--- config.mk ---
export PLATFORM = sky130hd
export DESIGN_NAME = parking_gap_detector_unit_flat
export DESIGN_NICKNAME = d
export VERILOG_FILES = /design/src/hw/rtl/pgd_pkg.sv /design/src/hw/rtl/pgd_in_if.sv /design/src/hw/rtl/pgd_out_if.sv /design/src/hw/rtl/parking_gap_detector_unit.sv /design/src/hw/rtl/pgd_cfg_regs.sv /design/src/hw/rtl/pgd_step.sv /design/src/flat_wrapper.sv
export SDC_FILE = /design/constraint.sdc
export NUM_CORES = 1
export LEC_CHECK = 0
export ABC_CLOCK_PERIOD_IN_PS = 4400
export BUFFER_PORTS_ARGS = -buffer_cell sky130_fd_sc_hd__buf_2
export CELL_PAD_IN_SITES_DETAIL_PLACEMENT = 0
export CELL_PAD_IN_SITES_GLOBAL_PLACEMENT = 1
export CORE_MARGIN = 1
export CORE_UTILIZATION = 42
export CTS_CLUSTER_DIAMETER = 50
export CTS_CLUSTER_SIZE = 25
export DETAILED_ROUTE_END_ITERATION = 16
export PLACE_DENSITY = 0.86
export REMOVE_ABC_BUFFERS = 1
export SLEW_MARGIN = 20
export SYNTH_ARGS = -nofsm -noshare
export SYNTH_HDL_FRONTEND = slang
export SYNTH_SLANG_ARGS = --single-unit
--- constraint.sdc ---
create_clock -name clk -period 4.4 [get_ports clk]
set_clock_uncertainty 0.2 [all_clocks]
set_input_delay 0.44 -clock clk [delete_from_list [all_inputs] [get_ports clk]]
set_output_delay 0.44 -clock clk [all_outputs]
set_load 0.005 [all_outputs]
--- src/hw/rtl/pgd_pkg.sv ---
`timescale 1ns / 1ps
`default_nettype none
// ----------------------------------------------------------------------------
// Parking gap detector package
// Shared types, register indexes and constants for the parking gap detector.
// ----------------------------------------------------------------------------
package pgd_pkg;

  localparam int DIST_W = 9;
  localparam int COUNT_W = 8;
  localparam int CFG_IDX_W = 3;
  localparam int CFG_DATA_W = 9;

  localparam logic [COUNT_W-1:0] GAP_COUNT_MAX = 8'd255;

  // Register reset values.
  localparam logic [DIST_W-1:0] SIDE_CLOSE_RST = 9'd25;
  localparam logic [DIST_W-1:0] SIDE_FAR_RST = 9'd35;
  localparam logic [DIST_W-1:0] GAP_JUMP_RST = 9'd8;
  localparam logic [COUNT_W-1:0] MIN_GAP_RST = 8'd11;
  localparam logic [DIST_W-1:0] FRONT_STOP_RST = 9'd8;

  // Configuration register indexes.
  localparam logic [CFG_IDX_W-1:0] REG_SIDE_CLOSE = 3'd0;
  localparam logic [CFG_IDX_W-1:0] REG_SIDE_FAR = 3'd1;
  localparam logic [CFG_IDX_W-1:0] REG_GAP_JUMP = 3'd2;
  localparam logic [CFG_IDX_W-1:0] REG_MIN_GAP = 3'd3;
  localparam logic [CFG_IDX_W-1:0] REG_FRONT_STOP = 3'd4;

  typedef logic [DIST_W-1:0] dist_t;
  typedef logic [COUNT_W-1:0] count_t;

  typedef enum logic [1:0] {
    ACT_FORWARD = 2'd0,
    ACT_AVOID = 2'd1,
    ACT_PARK = 2'd2,
    ACT_HOLD = 2'd3
  } action_t;

  typedef enum logic [1:0] {
    PH_SEARCH = 2'd0,
    PH_COUNT = 2'd1,
    PH_PARKED = 2'd2
  } phase_t;

  typedef struct packed {
    dist_t side_close;
    dist_t side_far;
    dist_t gap_jump;
    count_t min_gap;
    dist_t front_stop;
  } cfg_t;

  typedef struct packed {
    phase_t phase;
    dist_t last_side;
    count_t gap_count;
    logic wall_seen;
  } search_state_t;

endpackage

`default_nettype wire

--- src/hw/rtl/pgd_in_if.sv ---
`timescale 1ns / 1ps
`default_nettype none
// ----------------------------------------------------------------------------
// Sensor request channel
// Valid/ready channel carrying one pair of filtered distances per request.
// ----------------------------------------------------------------------------
interface pgd_in_if
  import pgd_pkg::*;
();
  logic valid;
  logic ready;
  dist_t side_dist;
  dist_t front_dist;
  logic clear_search;

  modport source (output valid, output side_dist, output front_dist,
                  output clear_search, input ready);
  modport sink (input valid, input side_dist, input front_dist,
                input clear_search, output ready);
endinterface

`default_nettype wire

--- src/hw/rtl/pgd_out_if.sv ---
`timescale 1ns / 1ps
`default_nettype none
// ----------------------------------------------------------------------------
// Command request channel
// Valid/ready channel carrying one robot command per request.
// ----------------------------------------------------------------------------
interface pgd_out_if
  import pgd_pkg::*;
();
  logic valid;
  logic ready;
  action_t action;
  phase_t phase;
  count_t gap_steps;

  modport source (output valid, output action, output phase,
                  output gap_steps, input ready);
  modport sink (input valid, input action, input phase,
                input gap_steps, output ready);
endinterface

`default_nettype wire

--- src/hw/rtl/parking_gap_detector_unit.sv ---
`timescale 1ns / 1ps
`default_nettype none
// ----------------------------------------------------------------------------
// Parking gap detector unit
// Decides the robot's next move from one pair of filtered distances per step.
//
// The sensor channel takes one request per search step (side distance, front
// distance, clear flag); the command channel returns exactly one request per
// step with the action, the phase after the step and the gap step count.
// Both channels are valid/ready: a request moves when valid and ready are high
// at a rising edge of clk.
// A request taken is held in the input register, decided and placed in the
// result register once that is free or drains. Throughput is one step per
// cycle while the receiver takes commands, set by the single search state
// register that each step reads and updates as it moves from the input register
// to the result register. When the receiver stalls, the result register holds
// its command and the input register still takes one more request; further
// requests wait. Synchronous reset empties both registers, restores the
// thresholds to their defaults and clears the search state. The user writes
// thresholds through the write port only while the unit is idle; the unit does not enforce it.
// ----------------------------------------------------------------------------
module parking_gap_detector_unit
  import pgd_pkg::*;
(
  input  wire logic                  clk,
  input  wire logic                  rst,
  input  wire logic                  cfg_we,
  input  wire logic [CFG_IDX_W-1:0]  cfg_index,
  input  wire logic [CFG_DATA_W-1:0] cfg_data,
  pgd_in_if.sink                     sensor,
  pgd_out_if.source                  command
);

  cfg_t          cfg;
  search_state_t state;
  search_state_t state_next;
  action_t       step_action;

  logic  in_valid;
  dist_t in_side;
  dist_t in_front;
  logic  in_clear;
  logic  advance;

  pgd_cfg_regs u_cfg (
    .clk       (clk),
    .rst       (rst),
    .cfg_we    (cfg_we),
    .cfg_index (cfg_index),
    .cfg_data  (cfg_data),
    .cfg       (cfg)
  );

  // The stored request moves on when the result register is free or drains.
  assign advance = in_valid && (!command.valid || command.ready);
  assign sensor.ready = !in_valid || advance;

  // Input register.
  always_ff @(posedge clk) begin
    if (rst) begin
      in_valid <= 1'b0;
    end else if (sensor.ready) begin
      in_valid <= sensor.valid;
    end
  end

  always_ff @(posedge clk) begin
    if (sensor.valid && sensor.ready) begin
      in_side <= sensor.side_dist;
      in_front <= sensor.front_dist;
      in_clear <= sensor.clear_search;
    end
  end

  pgd_step u_step (
    .cfg          (cfg),
    .state        (state),
    .side_dist    (in_side),
    .front_dist   (in_front),
    .clear_search (in_clear),
    .state_next   (state_next),
    .action       (step_action)
  );

  // Search state register, updated once per decided step.
  always_ff @(posedge clk) begin
    if (rst) begin
      state <= '{phase: PH_SEARCH, last_side: '0, gap_count: '0, wall_seen: 1'b0};
    end else if (advance) begin
      state <= state_next;
    end
  end

  // Result register.
  always_ff @(posedge clk) begin
    if (rst) begin
      command.valid <= 1'b0;
    end else if (advance) begin
      command.valid <= 1'b1;
    end else if (command.ready) begin
      command.valid <= 1'b0;
    end
  end

  always_ff @(posedge clk) begin
    if (advance) begin
      command.action <= step_action;
      command.phase <= state_next.phase;
      command.gap_steps <= state_next.gap_count;
    end
  end

  // The search state changes only when a step is decided.
  assert property (@(posedge clk) disable iff (rst)
    !advance |=> $stable(state))
    else $error("search state changed without a step");

  // A park command always reports the latched parked phase.
  assert property (@(posedge clk) disable iff (rst)
    command.valid && (command.action == ACT_PARK) |-> command.phase == PH_PARKED)
    else $error("park command outside parked phase");

  // Hold is answered only once parked.
  assert property (@(posedge clk) disable iff (rst)
    command.valid && (command.action == ACT_HOLD) |-> command.phase == PH_PARKED)
    else $error("hold command outside parked phase");

  // Any decided step shows up in the result register at the next edge.
  assert property (@(posedge clk) disable iff (rst)
    advance |=> command.valid)
    else $error("decided step lost");

endmodule

`default_nettype wire

--- src/hw/rtl/pgd_cfg_regs.sv ---
`timescale 1ns / 1ps
`default_nettype none
// ----------------------------------------------------------------------------
// Parking gap detector configuration registers
// Holds the five threshold registers written through the plain write port.
// ----------------------------------------------------------------------------
module pgd_cfg_regs
  import pgd_pkg::*;
(
  input  wire logic                  clk,
  input  wire logic                  rst,
  input  wire logic                  cfg_we,
  input  wire logic [CFG_IDX_W-1:0]  cfg_index,
  input  wire logic [CFG_DATA_W-1:0] cfg_data,
  output cfg_t                       cfg
);

  // Register file; writes to an unused index are dropped.
  always_ff @(posedge clk) begin
    if (rst) begin
      cfg.side_close <= SIDE_CLOSE_RST;
      cfg.side_far <= SIDE_FAR_RST;
      cfg.gap_jump <= GAP_JUMP_RST;
      cfg.min_gap <= MIN_GAP_RST;
      cfg.front_stop <= FRONT_STOP_RST;
    end else if (cfg_we) begin
      case (cfg_index)
        REG_SIDE_CLOSE: cfg.side_close <= cfg_data;
        REG_SIDE_FAR: cfg.side_far <= cfg_data;
        REG_GAP_JUMP: cfg.gap_jump <= cfg_data;
        REG_MIN_GAP: cfg.min_gap <= cfg_data[COUNT_W-1:0];
        REG_FRONT_STOP: cfg.front_stop <= cfg_data;
        default: ;
      endcase
    end
  end

endmodule

`default_nettype wire

--- src/hw/rtl/pgd_step.sv ---
`timescale 1ns / 1ps
`default_nettype none
// ----------------------------------------------------------------------------
// Parking gap detector step logic
// Combinational decision for one search step: next search state and action.
// ----------------------------------------------------------------------------
module pgd_step
  import pgd_pkg::*;
(
  input  wire cfg_t            cfg,
  input  wire search_state_t   state,
  input  wire dist_t           side_dist,
  input  wire dist_t           front_dist,
  input  wire logic            clear_search,
  output search_state_t        state_next,
  output action_t              action
);

  search_state_t cur;
  logic          active;
  logic          wall;
  logic          rise;
  logic          fall;
  logic          parked;

  // A clear request starts the step from the reset search state.
  always_comb begin
    if (clear_search) begin
      cur = '{phase: PH_SEARCH, last_side: '0, gap_count: '0, wall_seen: 1'b0};
    end else begin
      cur = state;
    end
  end

  // Edge detection: the side moved by at least the jump since the last step.
  assign rise = {1'b0, side_dist} >= ({1'b0, cur.last_side} + {1'b0, cfg.gap_jump});
  assign fall = ({1'b0, side_dist} + {1'b0, cfg.gap_jump}) <= {1'b0, cur.last_side};
  assign active = (cur.phase == PH_SEARCH) || (cur.phase == PH_COUNT);
  assign wall = cur.wall_seen || (side_dist <= cfg.side_close);

  // Step decision.
  always_comb begin
    state_next = cur;
    action = ACT_FORWARD;
    parked = 1'b0;
    if (!active) begin
      action = ACT_HOLD;
    end else if (front_dist <= cfg.front_stop) begin
      action = ACT_AVOID;
      state_next.last_side = '0;
    end else begin
      if (cur.phase == PH_SEARCH) begin
        state_next.wall_seen = wall;
        if (wall && (side_dist >= cfg.side_far) && rise) begin
          state_next.gap_count = '0;
          state_next.phase = PH_COUNT;
        end
      end else begin
        // Far is tested first, so a reading both far and close keeps counting.
        if (side_dist >= cfg.side_far) begin
          if (cur.gap_count != GAP_COUNT_MAX) begin
            state_next.gap_count = cur.gap_count + 1'b1;
          end
        end else if ((side_dist <= cfg.side_close) && fall) begin
          if (cur.gap_count >= cfg.min_gap) begin
            state_next.phase = PH_PARKED;
            action = ACT_PARK;
            parked = 1'b1;
          end else begin
            state_next.gap_count = '0;
            state_next.wall_seen = 1'b1;
            state_next.phase = PH_SEARCH;
          end
        end
      end
      if (!parked) begin
        state_next.last_side = side_dist;
      end
    end
  end

endmodule

`default_nettype wire

--- src/flat_wrapper.sv ---
// flat-port wrapper written by rule: the top's interface ports become plain ports
module parking_gap_detector_unit_flat import pgd_pkg::*;
  (clk, rst, cfg_we, cfg_index, cfg_data, sensor_valid, sensor_side_dist, sensor_front_dist, sensor_clear_search, sensor_ready, command_valid, command_action, command_phase, command_gap_steps, command_ready);
  pgd_in_if sensor_i ();
  pgd_out_if command_i ();
  input  wire logic clk;
  input  wire logic rst;
  input  wire logic cfg_we;
  input  wire logic [CFG_IDX_W-1:0] cfg_index;
  input  wire logic [CFG_DATA_W-1:0] cfg_data;
  input wire logic [$bits(sensor_i.valid)-1:0] sensor_valid;
  input wire logic [$bits(sensor_i.side_dist)-1:0] sensor_side_dist;
  input wire logic [$bits(sensor_i.front_dist)-1:0] sensor_front_dist;
  input wire logic [$bits(sensor_i.clear_search)-1:0] sensor_clear_search;
  output wire logic [$bits(sensor_i.ready)-1:0] sensor_ready;
  output wire logic [$bits(command_i.valid)-1:0] command_valid;
  output wire logic [$bits(command_i.action)-1:0] command_action;
  output wire logic [$bits(command_i.phase)-1:0] command_phase;
  output wire logic [$bits(command_i.gap_steps)-1:0] command_gap_steps;
  input wire logic [$bits(command_i.ready)-1:0] command_ready;
  assign sensor_i.valid = sensor_valid;
  assign sensor_i.side_dist = sensor_side_dist;
  assign sensor_i.front_dist = sensor_front_dist;
  assign sensor_i.clear_search = sensor_clear_search;
  assign sensor_ready = sensor_i.ready;
  assign command_valid = command_i.valid;
  assign command_action = command_i.action;
  assign command_phase = command_i.phase;
  assign command_gap_steps = command_i.gap_steps;
  assign command_i.ready = command_ready;
  parking_gap_detector_unit u_core (.clk(clk), .rst(rst), .cfg_we(cfg_we), .cfg_index(cfg_index), .cfg_data(cfg_data), .sensor(sensor_i), .command(command_i));
endmodule
[Word-level counts from Yosys, hierarchy flattened]
Index checks and enable logic that the tools add are counted.
W data, S select, Z words.
Storage, ports and cells
  memories kept: 0
  memory bits (writable): 0
  bits in latches: 0
  bits in registers: 97
  output and inout bits: 14
  input bits: 36
  memory bits (read-only): 0
Operators by class
  order comparisons: 6
  reductions and logical operators: 20
  add/subtract/negate cells: 3
  divide/modulo/power cells: 0
  multiplexer cells: 30
  bitwise logic cells: 1
  equal/unequal tests: 6
  multiply operators: 0
  shift-type cells: 0
Operators with widths (count)
  $mux W9: 6
  $mux W20: 2
  $mux W8: 3
  $add A9 B9 Y10: 2
  $mux W2: 10
  $le A9 B9 Y1: 2
  $ge A9 B10 Y1: 1
  $le A10 B9 Y1: 1
  $reduce_and A2 Y1: 5
  $ge A9 B9 Y1: 1
  $mux W1: 9
  $add A8 B1 Y8 const B: 1
  $ge A8 B8 Y1: 1
  $ne A8 B8 Y1 const B: 1
  $eq A3 B2 Y1 const B: 2
  $logic_and A1 B1 Y1: 5
  $logic_or A1 B1 Y1: 4
  $eq A3 B1 Y1 const B: 1
  $eq A3 B3 Y1 const B: 1
  $logic_not A3 Y1: 1
  $eq A2 B1 Y1 const B: 1
  $logic_not A1 Y1: 2
  $logic_not A2 Y1: 1
  $reduce_bool A2 Y1: 1
  2 further kinds: 2

[Depth between registers and ports, before layout]
Gate-level depths: netlist of the first run.
  depth after elaboration: 11
  mapped depth: 21
  mapped depth without buffers: 19

[By module]
A second synthesis of the first run with hierarchy kept.
Second synthesis, totals
  cells, all modules: 682
  area, all modules: 6422.4 µm²
Modules (own cells, without submodules)
  pgd_step: times used 1, area an instance 2705.1 µm², sequential area each 0.0 µm², cells an instance 389
  parking_gap_detector_unit: times used 1, area an instance 1935.6 µm², sequential area each 1371.3 µm², cells an instance 128
  pgd_cfg_regs: times used 1, area an instance 1781.7 µm², sequential area each 880.8 µm², cells an instance 165

[Worst setup path after synthesis of the first run]
Ideal clock, no wire load.
  path type: register -> register
  start point: register u_core.in_clear
  end point: register u_core.command.gap_steps[2] (data pin)
  cell stages (with the launch flop): 20
  path buffers: 2
  setup time: 0.271 ns
  arrival: 3.621 ns
  period minus slack after synthesis: 4.092 ns
  setup slack: 0.308 ns
  cell sequence: edfxtp_1 > buf_6 > clkbuf_1 > nor2b_1 > ha_1 > ha_1 > a21oi_1 > a21oi_1 > nor2_1 > nor2b_1 > o21ai_0 > nand2b_1 > xnor2_1 > ha_1 > o211ai_1 > o21a_1 > a2111oi_0 > o21ai_1 > a211oi_4 > o22ai_1
RTL lines
  from (decl): RTL line parking_gap_detector_unit.sv:42  | logic in_clear;
  from (signal assigned): RTL line parking_gap_detector_unit.sv:71  | in_clear <= sensor.clear_search;
  to (signal assigned): RTL line parking_gap_detector_unit.sv:109  | command.gap_steps <= state_next.gap_count;
  to (decl): RTL line pgd_out_if.sv:17  | output gap_steps, input ready);

==> reports/summary.txt, run 1 <==
Core area - 0.0135 sq mm
Initial Util - 43.8%
Layout cells sized above 1 - 12.7%
Synth unique cells - 65
Critical path capture point type - flip-flop
Synth Area in Simple Gates - 18.5%
Final Hold Viols - 0
Tcrit/Tclk final - 94.8%
Root buffer cell - clkbuf_16
Setup Viol. Count Final - 0
Critical Path AT - 4.06 ns
TNS Setup - 0 ns
Drt drc - 0
First-pass GRT wire length - 23100 um
Vias in the first global route - 4635
Antenna violations before repair - 0
Longest Clk Path Bufs - 2
Row count - 42
CP max FO - 6
Skew-Pair Late Insertion Delay - 0.35 ns
Post-DP HPWL - 10600 um
Final Non-Filler Cells - 915
CP Class - flip-flop to flip-flop
DIE WIDTH - 120 um
Starting DRC count in detailed routing - 242
Routed Antenna Nets - 0
DR pass1 iterations - 6
Tmin final - 4.17 ns
Clock Sinks - 97
TritonCTS clock tree - yes
H-tree Lvls - 3
Largest net degree at the start of global routing - 53
GRT overflow - 0
CTS Buf Count - 9
Synthesized area - 0.00589 sq mm
Cells after DPL - 893
Antenna cells - 0
Synth Area in XOR/XNOR - 2.38%
Area leader, netlist - dfxtp_1
Compound-cell area share of the yosys netlist - 19.1%
VDD IR max - 0.250 mV
Crit path required time - 4.29 ns
Crit start category - flip-flop
Mux contribution to synthesized area - 1.02%
Finished Core Util - 49.6%
Synth top area share - 22.4%
Clk pin slew, worst setup/hold paths - 0.07 ns
Final Net Count - 841
Die height - 120 um
Most frequent cells in the layout - 109 x nand2_1, 70 x ha_1, 65 x a21oi_1, 65 x dfxtp_1, 57 x inv_1
Post-synth ARST share - 0%
Final wirelength - 14100 um
Die area - 0.0145 sq mm
Power Dens Cells - 299 mW/mm^2
Total track usage - 20.4%
Pins Over Slew Limit - 0
Commonest non-fill, non-tap cell in the layout - nand2_1
Flops & latches, synth - 97
Port bufs - 49
Average wire per standard cell - 15.4 um
Post-synthesis sequential area ratio - 38.2%
Main combinational cell family by area after synthesis - compound AO/OA/AOI/OAI gates
Area grow syn2layout - 13.3%
Slew margin rel. - 30.2%
DR vias - 4967
Vias per cell - 5.43
Fmax - 240 MHz
Placer congestion estimate - 0.891
Main area contributors after synthesis - dfxtp_1 22%, edfxtp_1 16%, ha_1 15%
Synth Area in Adders - 15.4%
Mean Syn Cell Area - 8.69 sq um
Ports - 50
Post-CTS Hold Fix Bufs - 0
MaxCap Viol Count - 0
Post-Syn Instances - 678
Main synth FF type - dfxtp_1
Status - complete, no violations
Leak pwr - 2.79 nW
Worst slew pin tran - 1.04 ns
EDFF count, synth - 31
Synthesis warning total - 0
Hold Crit Class - primary input to flip-flop
-- power by group --
part / internal (mW) / total, mW / switching, mW / leakage, nW
combinational: 0.128 / 0.306 / 0.178 / 1.83
sequential: 0.958 / 0.979 / 0.0212 / 0.835
clock: 0.381 / 0.713 / 0.332 / 0.126
-- Yosys cell counts (2+ instances only) --
cell       instances
nand2_1          109
ha_1              70
dfxtp_1           66
a21oi_1           65
inv_1             57
nor2_1            52
edfxtp_1          31
clkbuf_1          17
nand3_1           15
o21ai_0           15
xnor2_1           13
a211oi_1          10
nor2b_1           10
a22o_1             9
nand4_1            9
a211o_1            8
nand2b_1           8
a31oi_1            7
o211ai_1           7
and2_1             6
mux2i_1            6
nand3b_1           6
o21a_1             6
a21o_1             5
and3_1             5
nor3_1             5
o21bai_1           5
o21ai_1            4
a22oi_1            3
o32ai_1            3
xor2_1             3
a2111oi_0          2
a221oi_1           2
a311oi_1           2
and2b_1            2
buf_1              2
buf_2              2
o22ai_1            2
o311ai_1           2
or2_2              2
-- stage by stage --
| stage | hold WS [ns] | total power [mW] | instance area [sq um] | setup slack [ns] |
|---|---|---|---|---|
| after floorplan | 0.230 | 1.18 | 5790 | 0.299 |
| after global placement | 0.244 | 1.28 | 6350 | 0.0917 |
| after detailed placement | 0.248 | 1.29 | 6350 | -0.0188 |
| after CTS | 0.0489 | 2.00 | 6610 | 0.00728 |
| after global routing | 0.0404 | 2.09 | 6680 | -0.00149 |
| final | 0.0604 | 2.00 | 6680 | 0.229 |
-- path summary, 6_finish.rpt --
path | start | slack, ns | end | cells after the start
setup / recovery | u_core.in_clear | 0.23 | u_core.command.gap_steps[1] | 19
hold reg to reg | u_core.u_cfg.cfg[40] | 0.26 | u_core.u_cfg.cfg[40] | 2
hold / removal | sensor_side_dist[6] | 0.06 | u_core.in_side[6] | 1
setup reg to reg | u_core.in_clear | 0.23 | u_core.command.gap_steps[1] | 19
-- kinds of logic after synthesis --
family	count (synthesis)
AO/OA/AOI/OAI	169
XOR/XNOR	16
adder cells (fa/ha/maj)	72
buffers and inverters	82
flip-flops	97
multiplexers	6
AND/OR/NAND/NOR	236
-- worst max-delay path, stage by stage, from the launching register on --
cell	delay, ns
edfxtp_1	0.46
buf_4	0.18
nor2b_4	0.16
xnor2_1	0.08
ha_1	0.20
a21oi_1	0.20
a21oi_1	0.11
nor2_2	0.13
nor2b_1	0.06
o21ai_1	0.16
nand2b_1	0.10
xnor2_1	0.13
ha_1	0.27
o211ai_1	0.08
o21a_1	0.19
a2111oi_0	0.40
o21ai_1	0.26
a211oi_4	0.27
buf_4	0.18
o311ai_1	0.09
-- flip-flops by register name, indices dropped and copies added (netlist names) --
| register | flops |
|---|---|
| u_core.in_valid | 1 |
| u_core.u_cfg.cfg | 44 |
| u_core.command.gap_steps | 8 |
| u_core.state | 20 |
| u_core.in_side | 9 |
| u_core.command.valid | 1 |
| u_core.command.action | 2 |
| u_core.in_front | 9 |
| u_core.command.phase | 2 |
| u_core.in_clear | 1 |
-- repair_timing --
action,in CTS,in global routing
endpoints found under the hold margin,0,0
gates cloned,0,0
buffers inserted,0,6
setup endpoints to repair,7,22
gates resized for setup,0,7
pin swaps,1,5
-- metal layers --
metal  vias to the layer above  share of wire [%]  GRT usage (%)
li1                       2507                  -              -
met3                        19                5.4           3.82
met4                         0                1.9           7.56
met5                         -                  0              0
met2                       142                 45           32.1
met1                      2299                 48           27.7
-- cell type report --
cell class              count  area (sq um)
clock buffers              12           236
inverters                  59           221
clock inverters             4          22.5
fillers                  1313          6780
flip-flops and latches     97          2250
repair buffers             68           400
well taps                 176           220
multi-input cells         499          3320
No activity file was read; power rests on OpenSTA's default activity.
==> run 2, diff against run 1 <==
--- a/config.mk
+++ b/config.mk
@@ -14,7 +14,7 @@
 export CTS_CLUSTER_DIAMETER = 50
 export CTS_CLUSTER_SIZE = 25
 export DETAILED_ROUTE_END_ITERATION = 16
-export PLACE_DENSITY = 0.86
+export PLACE_DENSITY_LB_ADDON = 0.1
 export REMOVE_ABC_BUFFERS = 1
 export SLEW_MARGIN = 20
 export SYNTH_ARGS = -nofsm -noshare
==> run 2 against run 1 <==
Global-route usage increased by 1.9 points. Count of clock-buffer cells in the layout down 2. Largest power group unchanged. First-iteration DRC count increased by 33%.
==> reports/summary.txt, run 2 (same netlist as run 1, synthesis figures left out) <==
CP max FO - 5 (-1)
Tmin final - 4.14 ns (-0.0323 ns)
First-pass GRT wire length - 24600 um (+6.7%)
CTS Buf Count - 9 (unchanged)
Multi-input logic area - 0.00338 sq mm (+1.8%)
Finished Core Util - 50.3% (+0.64 points)
DIE WIDTH - 120 um (unchanged)
Final instance area - 0.00676 sq mm (+1.3%)
Final Non-Filler Cells - 917 (+0.22%)
Cells after DPL - 897 (+0.45%)
Root buffer cell - clkbuf_16
Leak pwr - 2.81 nW (+0.91%)
Fmax - 242 MHz (+0.78%)
Hold path endpoint - u_core.in_front[1]
DR vias - 4977 (+0.20%)
Most frequent cells in the layout - 109 x nand2_1, 69 x ha_1, 65 x dfxtp_1, 63 x a21oi_1, 57 x inv_1
Largest registers - u_core.u_cfg.cfg x44, u_core.state x20
Max reg flops - 44 (unchanged)
Core area - 0.0135 sq mm (unchanged)
R2R Path Start - u_core.in_side[0]
Critical path capture point type - flip-flop
Row count - 42 (unchanged)
Register area - 0.00225 sq mm (unchanged)
MaxCap Viol Count - 0 (unchanged)
GRT overflow - 0 (unchanged)
Routed Antenna Nets - 0 (unchanged)
Clk pin slew, worst setup/hold paths - 0.07 ns (about the same)
Die height - 120 um (unchanged)
Antenna cells - 0 (unchanged)
Tcrit/Tclk final - 94.1% (-0.73 points)
Starting DRC count in detailed routing - 322 (+33%)
Area grow syn2layout - 14.8%
Crit start category - flip-flop
FF-to-FF setup slack - 0.26 ns (+0.03 ns)
Antenna violations before repair - 0 (unchanged)
Clock Sinks - 97 (unchanged)
Die area - 0.0145 sq mm (unchanged)
Biggest register - u_core.u_cfg.cfg
Placer congestion estimate - 0.906 (+1.7%)
Drt drc - 0 (unchanged)
Power Dens Cells - 306 mW/mm^2 (+2.3%)
Port bufs - 49 (unchanged)
Average wire per standard cell - 16.9 um (+10%)
Pins Over Slew Limit - 0 (unchanged)
DR pass1 iterations - 6 (unchanged)
TritonCTS clock tree - yes
Vias per cell - 5.43 (about the same)
Crit path required time - 4.30 ns (about the same)
VDD IR max - 0.206 mV (-18%)
Total track usage - 22.3% (+1.9 points)
Skew-Pair Late Insertion Delay - 0.36 ns (about the same)
Fillers - 1345 (+2.4%)
CP Class - flip-flop to flip-flop
Setup Viol. Count Final - 0 (unchanged)
Commonest non-fill, non-tap cell in the layout - nand2_1
Critical Path AT - 4.04 ns (-0.02 ns)
Slew margin rel. - 30.3% (+0.14 points)
Reg2Reg Capture Point - u_core.command.gap_steps[4]
Layout cells sized above 1 - 14.2% (+1.5 points)
Status - complete, no violations
Post-CTS Hold Fix Bufs - 0 (unchanged)
Post-DP HPWL - 11400 um (+8.0%)
Hold wc startpoint - sensor_front_dist[1]
WHS - 0.0533 ns (-0.00712 ns)
H-tree Lvls - 3 (unchanged)
Worst slew pin tran - 1.05 ns (+0.00172 ns)
Final wirelength - 15500 um (+11%)
Final Hold Viols - 0 (unchanged)
Vias in the first global route - 4754 (+2.6%)
Post-Place Cell Area - 0.00638 sq mm (+0.47%)
Worst Reg-to-Reg Cells - 20 (+1)
Initial Util - 43.8% (unchanged)
Ports - 50 (unchanged)
Largest net degree at the start of global routing - 54 (+1.9%)
Worst Hold Path Cells - 1 (unchanged)
Final Net Count - 843 (+0.24%)
Longest Clk Path Bufs - 2 (unchanged)
Hold Crit Class - primary input to flip-flop
run 2: changes by cell type in the layout (fill, tap and decap cells not counted), sizes merged:
cell | previous run | this run
inv | 58 | 62
clkbuf | 12 | 10
a31oi | 8 | 9
buf | 68 | 69
clkinv | 4 | 3
clkinvlp | 1 | 0
run 2: cell type report:
| cell class | count | area share (%) |
|---|---|---|
| timing repair buffer | 69 | 5.90 |
| clock inverter | 6 | 0.684 |
| multi-input combinational | 500 | 50.0 |
| inverter | 59 | 3.27 |
| sequential | 97 | 33.3 |
| clock buffer | 10 | 3.53 |
| tap | 176 | 3.26 |
run 2: worst max-delay path by stage:
stage | startpoint | endpoint | slack, ns | depth (start not counted)
after floorplan | u_core.in_clear | u_core.command.gap_steps[2] | 0.30 | 18
after CTS | u_core.in_side[0] | u_core.state[16] | 0.07 | 20
final | u_core.in_side[0] | u_core.command.gap_steps[4] | 0.26 | 20
after global placement | u_core.u_cfg.cfg[18] | u_core.state[15] | 0.24 | 19
after detailed placement | u_core.in_side[0] | u_core.state[16] | 0.12 | 20
after global routing | u_core.in_side[0] | u_core.state[12] | -0.01 | 20
run 2: through the flow:
| step | power (mW) | setup slack, ns | TNS, ns |
|---|---|---|---|
| 6_report | 2.07 | 0.261 | 0 |
| 5_1_grt | 2.16 | -0.0138 | -0.0138 |
| 4_1_cts | 2.07 | 0.0730 | 0 |
| 3_5_place_dp | 1.30 | 0.116 | 0 |
| 3_3_place_gp | 1.30 | 0.244 | 0 |
| 2_1_floorplan | 1.18 | 0.299 | 0 |
run 2: power breakdown:
group | leakage (nW) | internal [mW] | switching (mW)
Sequential | 0.835 | 0.957 | 0.0232
Clock | 0.144 | 0.406 | 0.365
Combinational | 1.83 | 0.131 | 0.188
Total | 2.81 | 1.49 | 0.577
run 2: layer usage:
layer  vias up  wire length, um  track usage, %
met1      2315             7420            29.9
met4         0              319            7.64
met3        22              718            3.92
met5         -                0               0
met2       124             7080            36.1
li1       2516                -               -
run 2: worst max-delay path, cell delays in order (launching register included):
cell      delay [ns]
edfxtp_1        0.42
ha_1            0.23
inv_1           0.08
fa_2            0.21
nor2b_1         0.05
o21ai_1         0.17
a21boi_1        0.11
o21ai_1         0.13
nand2b_1        0.10
a21o_1          0.21
a21oi_2         0.15
xnor2_1         0.08
ha_1            0.31
nand3_2         0.10
nor4b_4         0.27
o21ai_1         0.10
a211oi_2        0.29
a21oi_2         0.14
a211oi_4        0.25
buf_4           0.20
o21ai_1         0.07
run 2: timing repair:
action                                  CTS  global route
endpoints found under the setup margin    0            27
resized for setup                         0            21
setup buffers                             0             2
